<file path="src/rtl/core/npe_pkg.sv">
package npe_pkg;

  localparam int MAX_LEN    = 16;
  localparam int VALUE_BITS = 32;

  localparam int IDX_W   = (MAX_LEN > 1) ? $clog2(MAX_LEN) : 1;
  localparam int CNT_W   = $clog2(MAX_LEN + 1);
  localparam int TDATA_W = ((VALUE_BITS + 7) / 8) * 8;
  localparam int TUSER_W = 2;

  typedef logic signed [VALUE_BITS-1:0] val_t;
  typedef logic [IDX_W-1:0]             idx_t;
  typedef logic [CNT_W-1:0]             cnt_t;

  // Operand pair for the shared comparator.
  typedef struct packed {
    val_t lhs;
    val_t rhs;
  } cmp_req_t;

endpackage

</file>
<file path="src/rtl/core/next_permutation_engine.sv">
// Next permutation engine: load takes one element per cycle; input ready only in the load phase.
// After the last element: pivot scan from the right end, successor scan, swap, suffix
// reversal pair by pair, then emit one result per beat. With no pivot the whole run is
// reversed; a single element goes straight to emit.
// Reset (rst_n low, synchronous) empties the store count, clears the overflow mark,
// drops any result in flight and returns the engine to the load phase.
module next_permutation_engine
  import npe_pkg::*;
(
  input  logic               clk,
  input  logic               rst_n,
  // Input stream, one element per beat.
  input  logic               in_tvalid,
  output logic               in_tready,
  input  logic [TDATA_W-1:0] in_tdata,   // [VALUE_BITS-1:0] element_value
  input  logic               in_tlast,   // element_last
  // Result stream, one element of the next permutation per beat.
  output logic               out_tvalid,
  input  logic               out_tready,
  output logic [TDATA_W-1:0] out_tdata,  // [VALUE_BITS-1:0] result_value
  output logic               out_tlast,  // result_last
  output logic [TUSER_W-1:0] out_tuser   // [0] wrapped, [1] overflowed
);

  // Sequencer states. Every step that needs a stored element issues a read
  // in one state and uses the registered read data in the next.
  localparam logic [3:0] S_LOAD     = 4'd0;
  localparam logic [3:0] S_PV_FIRST = 4'd1;
  localparam logic [3:0] S_PV_HOLD  = 4'd2;
  localparam logic [3:0] S_PV_RD    = 4'd3;
  localparam logic [3:0] S_PV_CMP   = 4'd4;
  localparam logic [3:0] S_SC_RD    = 4'd5;
  localparam logic [3:0] S_SC_CMP   = 4'd6;
  localparam logic [3:0] S_SW_P     = 4'd7;
  localparam logic [3:0] S_SW_S     = 4'd8;
  localparam logic [3:0] S_RV_RDA   = 4'd9;
  localparam logic [3:0] S_RV_RDB   = 4'd10;
  localparam logic [3:0] S_RV_WA    = 4'd11;
  localparam logic [3:0] S_RV_WB    = 4'd12;
  localparam logic [3:0] S_EM_RD    = 4'd13;
  localparam logic [3:0] S_EM_LD    = 4'd14;
  localparam logic [3:0] S_EM_WT    = 4'd15;

  logic [3:0] state_r, state_nxt;
  cnt_t       cnt_r, cnt_nxt;       // number of stored elements
  logic       ovf_r, ovf_nxt;       // an element was dropped in this load
  logic       wrap_r, wrap_nxt;     // no pivot was found
  idx_t       idx_r, idx_nxt;       // scan index, successor index, upper end, emit index
  idx_t       piv_r, piv_nxt;       // pivot index, then lower end of the reversal
  val_t       hold_r, hold_nxt;     // element held between reads
  val_t       pval_r, pval_nxt;     // pivot value
  val_t       out_data_r, out_data_nxt;
  logic       out_last_r, out_last_nxt;
  logic       out_valid_r, out_valid_nxt;

  // Store port signals.
  logic       ram_we;
  idx_t       ram_waddr;
  val_t       ram_wdata;
  idx_t       ram_raddr;
  val_t       ram_rdata;

  // Shared comparator.
  cmp_req_t   cmp_req;
  logic       cmp_less;

  logic       in_beat;
  logic       room;
  cnt_t       load_n;
  idx_t       load_last_idx;
  idx_t       last_idx;

  npe_ram #(
    .WIDTH (VALUE_BITS),
    .DEPTH (MAX_LEN)
  ) u_store (
    .clk   (clk),
    .we    (ram_we),
    .waddr (ram_waddr),
    .wdata (ram_wdata),
    .raddr (ram_raddr),
    .rdata (ram_rdata)
  );

  npe_cmp u_cmp (
    .req  (cmp_req),
    .less (cmp_less)
  );

  assign in_tready  = (state_r == S_LOAD);
  assign in_beat    = in_tvalid && in_tready;
  assign room       = (cnt_r < CNT_W'(MAX_LEN));

  // Count after the current beat, and the index of the final stored element.
  assign load_n        = room ? (cnt_r + CNT_W'(1)) : cnt_r;
  assign load_last_idx = IDX_W'(load_n - CNT_W'(1));
  assign last_idx      = IDX_W'(cnt_r - CNT_W'(1));

  assign out_tvalid = out_valid_r;
  assign out_tdata  = TDATA_W'($unsigned(out_data_r));
  assign out_tlast  = out_last_r;
  assign out_tuser  = {ovf_r, wrap_r};

  // The pivot scan asks whether the left element is below the one to its
  // right; the successor scan asks whether the pivot is below a candidate.
  always_comb begin
    if (state_r == S_PV_CMP) begin
      cmp_req.lhs = ram_rdata;
      cmp_req.rhs = hold_r;
    end else begin
      cmp_req.lhs = pval_r;
      cmp_req.rhs = ram_rdata;
    end
  end

  always_comb begin
    state_nxt     = state_r;
    cnt_nxt       = cnt_r;
    ovf_nxt       = ovf_r;
    wrap_nxt      = wrap_r;
    idx_nxt       = idx_r;
    piv_nxt       = piv_r;
    hold_nxt      = hold_r;
    pval_nxt      = pval_r;
    out_data_nxt  = out_data_r;
    out_last_nxt  = out_last_r;
    out_valid_nxt = out_valid_r;
    ram_we        = 1'b0;
    ram_waddr     = piv_r;
    ram_wdata     = hold_r;
    ram_raddr     = idx_r;

    case (state_r)
      S_LOAD: begin
        ram_waddr = IDX_W'(cnt_r);
        ram_wdata = in_tdata[VALUE_BITS-1:0];
        if (in_beat) begin
          // Elements beyond the capacity are dropped but still noted.
          if (room) begin
            ram_we  = 1'b1;
            cnt_nxt = load_n;
          end else begin
            ovf_nxt = 1'b1;
          end
          if (in_tlast) begin
            if (load_n < CNT_W'(2)) begin
              // A single element has no pivot and stays as it is.
              wrap_nxt  = 1'b1;
              idx_nxt   = '0;
              state_nxt = S_EM_RD;
            end else begin
              wrap_nxt  = 1'b0;
              idx_nxt   = load_last_idx;
              state_nxt = S_PV_FIRST;
            end
          end
        end
      end
      S_PV_FIRST: begin
        state_nxt = S_PV_HOLD;
      end
      S_PV_HOLD: begin
        hold_nxt  = ram_rdata;
        idx_nxt   = idx_r - IDX_W'(1);
        state_nxt = S_PV_RD;
      end
      S_PV_RD: begin
        state_nxt = S_PV_CMP;
      end
      S_PV_CMP: begin
        if (cmp_less) begin
          piv_nxt   = idx_r;
          pval_nxt  = ram_rdata;
          idx_nxt   = last_idx;
          state_nxt = S_SC_RD;
        end else if (idx_r == '0) begin
          // No element is below its right neighbour: reverse the whole run.
          wrap_nxt  = 1'b1;
          piv_nxt   = '0;
          idx_nxt   = last_idx;
          state_nxt = S_RV_RDA;
        end else begin
          hold_nxt  = ram_rdata;
          idx_nxt   = idx_r - IDX_W'(1);
          state_nxt = S_PV_RD;
        end
      end
      S_SC_RD: begin
        state_nxt = S_SC_CMP;
      end
      S_SC_CMP: begin
        // The element right of the pivot is larger, so this scan always ends.
        if (cmp_less) begin
          hold_nxt  = ram_rdata;
          state_nxt = S_SW_P;
        end else begin
          idx_nxt   = idx_r - IDX_W'(1);
          state_nxt = S_SC_RD;
        end
      end
      S_SW_P: begin
        ram_we    = 1'b1;
        ram_waddr = piv_r;
        ram_wdata = hold_r;
        state_nxt = S_SW_S;
      end
      S_SW_S: begin
        ram_we    = 1'b1;
        ram_waddr = idx_r;
        ram_wdata = pval_r;
        piv_nxt   = piv_r + IDX_W'(1);
        idx_nxt   = last_idx;
        state_nxt = S_RV_RDA;
      end
      S_RV_RDA: begin
        ram_raddr = piv_r;
        if (piv_r < idx_r) begin
          state_nxt = S_RV_RDB;
        end else begin
          idx_nxt   = '0;
          state_nxt = S_EM_RD;
        end
      end
      S_RV_RDB: begin
        hold_nxt  = ram_rdata;
        state_nxt = S_RV_WA;
      end
      S_RV_WA: begin
        ram_we    = 1'b1;
        ram_waddr = piv_r;
        ram_wdata = ram_rdata;
        state_nxt = S_RV_WB;
      end
      S_RV_WB: begin
        ram_we    = 1'b1;
        ram_waddr = idx_r;
        ram_wdata = hold_r;
        piv_nxt   = piv_r + IDX_W'(1);
        idx_nxt   = idx_r - IDX_W'(1);
        state_nxt = S_RV_RDA;
      end
      S_EM_RD: begin
        state_nxt = S_EM_LD;
      end
      S_EM_LD: begin
        out_data_nxt  = ram_rdata;
        out_last_nxt  = (idx_r == last_idx);
        out_valid_nxt = 1'b1;
        state_nxt     = S_EM_WT;
      end
      S_EM_WT: begin
        if (out_tready) begin
          out_valid_nxt = 1'b0;
          if (out_last_r) begin
            cnt_nxt   = '0;
            ovf_nxt   = 1'b0;
            state_nxt = S_LOAD;
          end else begin
            idx_nxt   = idx_r + IDX_W'(1);
            state_nxt = S_EM_RD;
          end
        end
      end
      default: begin
        state_nxt = S_LOAD;
      end
    endcase
  end

  always_ff @(posedge clk) begin
    if (!rst_n) begin
      state_r     <= S_LOAD;
      cnt_r       <= '0;
      ovf_r       <= 1'b0;
      wrap_r      <= 1'b0;
      out_valid_r <= 1'b0;
    end else begin
      state_r     <= state_nxt;
      cnt_r       <= cnt_nxt;
      ovf_r       <= ovf_nxt;
      wrap_r      <= wrap_nxt;
      out_valid_r <= out_valid_nxt;
    end
  end

  always_ff @(posedge clk) begin
    idx_r      <= idx_nxt;
    piv_r      <= piv_nxt;
    hold_r     <= hold_nxt;
    pval_r     <= pval_nxt;
    out_data_r <= out_data_nxt;
    out_last_r <= out_last_nxt;
  end

endmodule

</file>
<file path="src/rtl/core/npe_ram.sv">
module npe_ram #(
  parameter int WIDTH = 32,
  parameter int DEPTH = 16
) (
  input  logic                             clk,
  input  logic                             we,
  input  logic [$clog2(DEPTH > 1 ? DEPTH : 2)-1:0] waddr,
  input  logic [WIDTH-1:0]                 wdata,
  input  logic [$clog2(DEPTH > 1 ? DEPTH : 2)-1:0] raddr,
  output logic [WIDTH-1:0]                 rdata
);

  logic [WIDTH-1:0] mem [DEPTH];

  always_ff @(posedge clk) begin
    if (we) begin
      mem[waddr] <= wdata;
    end
    rdata <= mem[raddr];
  end

endmodule

</file>
<file path="src/rtl/core/npe_cmp.sv">
module npe_cmp
  import npe_pkg::*;
(
  input  cmp_req_t req,
  output logic     less
);

  // Both operands are signed, so this is a two's complement comparison.
  assign less = (req.lhs < req.rhs);

endmodule

</file>
<file path="config.mk">
export PLATFORM = sky130hd
export DESIGN_NAME = next_permutation_engine
export DESIGN_NICKNAME = d
export VERILOG_FILES = /design/src/rtl/core/npe_pkg.sv /design/src/rtl/core/next_permutation_engine.sv /design/src/rtl/core/npe_ram.sv /design/src/rtl/core/npe_cmp.sv
export SDC_FILE = /design/constraint.sdc
export NUM_CORES = 1
export LEC_CHECK = 0
export ABC_AREA = 1
export BUFFER_PORTS_ARGS = -buffer_cell sky130_fd_sc_hd__buf_4
export CAP_MARGIN = 20
export CELL_PAD_IN_SITES_DETAIL_PLACEMENT = 1
export CELL_PAD_IN_SITES_GLOBAL_PLACEMENT = 2
export CORE_MARGIN = 2
export CORE_UTILIZATION = 44
export CTS_CLUSTER_SIZE = 12
export DETAILED_ROUTE_END_ITERATION = 12
export PLACE_DENSITY_LB_ADDON = 0.1
export SLEW_MARGIN = 20
export SYNTH_ARGS = -nofsm -noshare
export SYNTH_HDL_FRONTEND = slang
export SYNTH_SLANG_ARGS = --single-unit
export TNS_END_PERCENT = 30
</file>
<file path="constraint.sdc">
create_clock -name clk -period 7.59 [get_ports clk]
set_input_delay 0.3795 -clock clk [delete_from_list [all_inputs] [get_ports clk]]
set_output_delay 0.3795 -clock clk [all_outputs]
set_load 0.005 [all_outputs]
</file>
==> flow_summary_export.csv <==
group,metric,value,unit
route,routed_wl,80.7,mm
yosys,postSynthCellCount,2207,
global_routing,grt_start_max_net_pins,185,
layout,syn_to_final_growth,14.6,%
clock_network,clk_latency,620,ps
layout,final_cell_area,0.0312,sq mm
yosys,syn-num-nets,2284,
setup_path,worstSetupPathType,"reg2reg",
layout,final_cells,3129,
route,viasPerCell,5.88,
placed_design,place_inst,2993,
global_routing,grt_use_total,25.3,%
sta,skew,22.3,ps
floorplan,die_x,253,um
floorplan,die_area,0.0640,sq mm
floorplan,die_h,253,um
placed_design,post-place-ws,3220,ps
sta,setup_viol,0,
sta,fmax,0.227,GHz
clock_network,cts-root-buf,"clkbuf_16",
power,p_per_area,484,mW/mm^2
route,drtAntennaViolNets,0,
placed_design,numPortBuffers,73,
floorplan,rows,91,
clock_network,htree_levels,3,
global_routing,grt_pass1_vias,18771,
placed_design,gp_congestion,0.817,
clock_network,clock_sinks,661,
power,peakVddDrop,0.274,mV
setup_path,required,7830,ps
route,top_layer,"met4",
yosys,synth.distinct_cells,42,
yosys,ys_ff_latch,661,
clock_network,clk_path_buf_depth,3,
yosys,netlist_area,0.0273,sq mm
min_path,hold_class,"in2reg",
sta,slew_viol_final,0,
setup_path,start_kind,"register",
layout,n_antenna_cell,0,
route,m1WireLength,36.7,mm
route,met3_length,4.43,mm
floorplan,pin_count,74,
layout,fill_cells,6189,
yosys,ys_seq_area_share,71.2,%
power,power.leakage,10.8,nW
layout,layout-drive-gt1-share,11.8,%
sta,fin_crit_sh,58.1,%
sta,period_needed,4410,ps
clock_network,path_clk_slew,60,ps
layout,layout_commonest_cell,"edfxtp_1",
power,power,15.1,mW
layout,final_cell_mix,"617 x edfxtp_1, 307 x o21ai_0, 289 x nor2_1",
route,drc,0,
yosys,synth_edf_count,617,
yosys,syn_area_per_cell,12.3,sq um
yosys,yosys.area.top_type,"edfxtp_1",
route,avgRoutedWirePerCell,25.8,um
yosys,ys.flop_type,"edfxtp_1",
route,first_iter_violations,1636,
clock_network,cts_tree,"built",
yosys,ys_warn_count,0,
sta,slew_headroom,29.9,%
setup_path,end_kind,"register",
yosys,synth.area.top_cells,"edfxtp_1 68%, o21ai_0 5.6%, nor2_1 4.2%",
layout,final_net_count,2357,
global_routing,grt_remaining_overflow,0,
run,cap_viol_max_count,0,
sta,fin_ws,3180,ps
global_routing,antenna_found_initial,2,
clock_network,numCtsBuffers,74,
sta,worst_pin_slew,1050,ps
layout,final_core_util,50.8,%
placed_design,dp_hpwl,45.0,mm
route,drtPass1Iterations,5,
placed_design,placedInstanceArea,0.0289,sq mm
sta,fin_setup_tns,0,ps
global_routing,grt_first_pass_wirelength,120,mm
route,vias,18393,
sta,rsz0062_at_grt,"no",
yosys,ys_async_sr_fraction,0,%
yosys,yosysTopAreaCellShare,68.0,%
run_status,status,"finished, final reports clean",
route,met2_length,37.6,mm
floorplan,start_util,44.3,%
sta,hold_viol_final,0,
floorplan,core-area,0.0615,sq mm
setup_path,crit_fanout,105,
sta,whs,108,ps
setup_path,crit_arrival,4660,ps
-- repair_timing --
| action | CTS | global route |
|---|---|---|
| hold buffers | 1 | 0 |
| hold endpoints to repair | 1 | 0 |
| gates resized for setup | 0 | 0 |
| setup buffers | 0 | 0 |
-- final cells by class --
type / instances / area [sq um] / share of cell area (%)
Timing Repair Buffer: 131 / 998 / 3.20
Multi-Input combinational cell: 1309 / 7140 / 22.9
Clock buffer: 107 / 2050 / 6.56
Sequential cell: 661 / 19400 / 62.2
Clock inverter: 28 / 243 / 0.777
Tap cell: 790 / 988 / 3.17
Inverter: 103 / 393 / 1.26
-- sequential cells by signal, indices dropped and copies added, names as in the netlist, 4 cells and up --
| register | cells |
|---|---|
| u_store.mem | 512 |
| hold_r | 32 |
| out_tdata | 32 |
| pval_r | 32 |
| u_store.rdata | 32 |
| cnt_r | 5 |
| idx_r | 4 |
| piv_r | 4 |
| state_r | 4 |
-- layer usage --
metal  vias up  GRT usage (%)
met3       132           3.73
met2       514           40.5
met4         0           7.98
met1      9418           35.6
li1       8329              -
met5         -              0
-- synth_stat cells (27+ instances only) --
| library cell | n |
|---|---|
| edfxtp_1 | 617 |
| o2111ai_1 | 32 |
| buf_2 | 40 |
| nand3_1 | 52 |
| o21ai_0 | 307 |
| o22ai_1 | 47 |
| inv_1 | 99 |
| dfxtp_1 | 44 |
| o211ai_1 | 44 |
| clkbuf_1 | 82 |
| o21ai_1 | 27 |
| nand2_1 | 280 |
| ha_1 | 40 |
| nor2_1 | 308 |
| a21oi_1 | 31 |
| o221ai_1 | 91 |
-- critical path: stages (launching register included) --
cell      delay, ps
dfxtp_1         410
inv_1           130
nor2_2           80
nand2_4         210
buf_4           720
o21ai_0         190
ha_1            350
a21oi_1         140
o21a_1          150
o221ai_1        130
a21oi_1         270
nand2_1         110
nand2_1          90
nand2_1         120
nand2_1         140
nand2_1         100
a211oi_4        160
buf_4           470
-- power by group --
part           leakage (nW)  internal [mW]  switching, mW
clock                  1.12           1.99           1.44
combinational          3.67           1.44           4.23
sequential             5.97           5.62          0.401
total                  10.8           9.04           6.07
-- cell families after synthesis --
kind of cell	share of synthesized area, %
adders and majority gates	1.84
AOI/OAI and AO/OA	13.5
and+or+nand+nor	9.53
DFF	71.2
buffers and inverters	3.56
xor gates and xnor gates	0.353
-- worst paths after layout --
| path | from | end | cells past startpoint | slack [ps] |
|---|---|---|---|---|
| worst min-delay path | in_tvalid | ovf_r | 3 | 110 |
| worst max register to register | state_r[2] | hold_r[18] | 17 | 3180 |
| worst max-delay path | state_r[2] | hold_r[18] | 17 | 3180 |
| worst min register to register | cnt_r[3] | cnt_r[3] | 2 | 470 |
No activity file was read; power rests on OpenSTA's default activity.
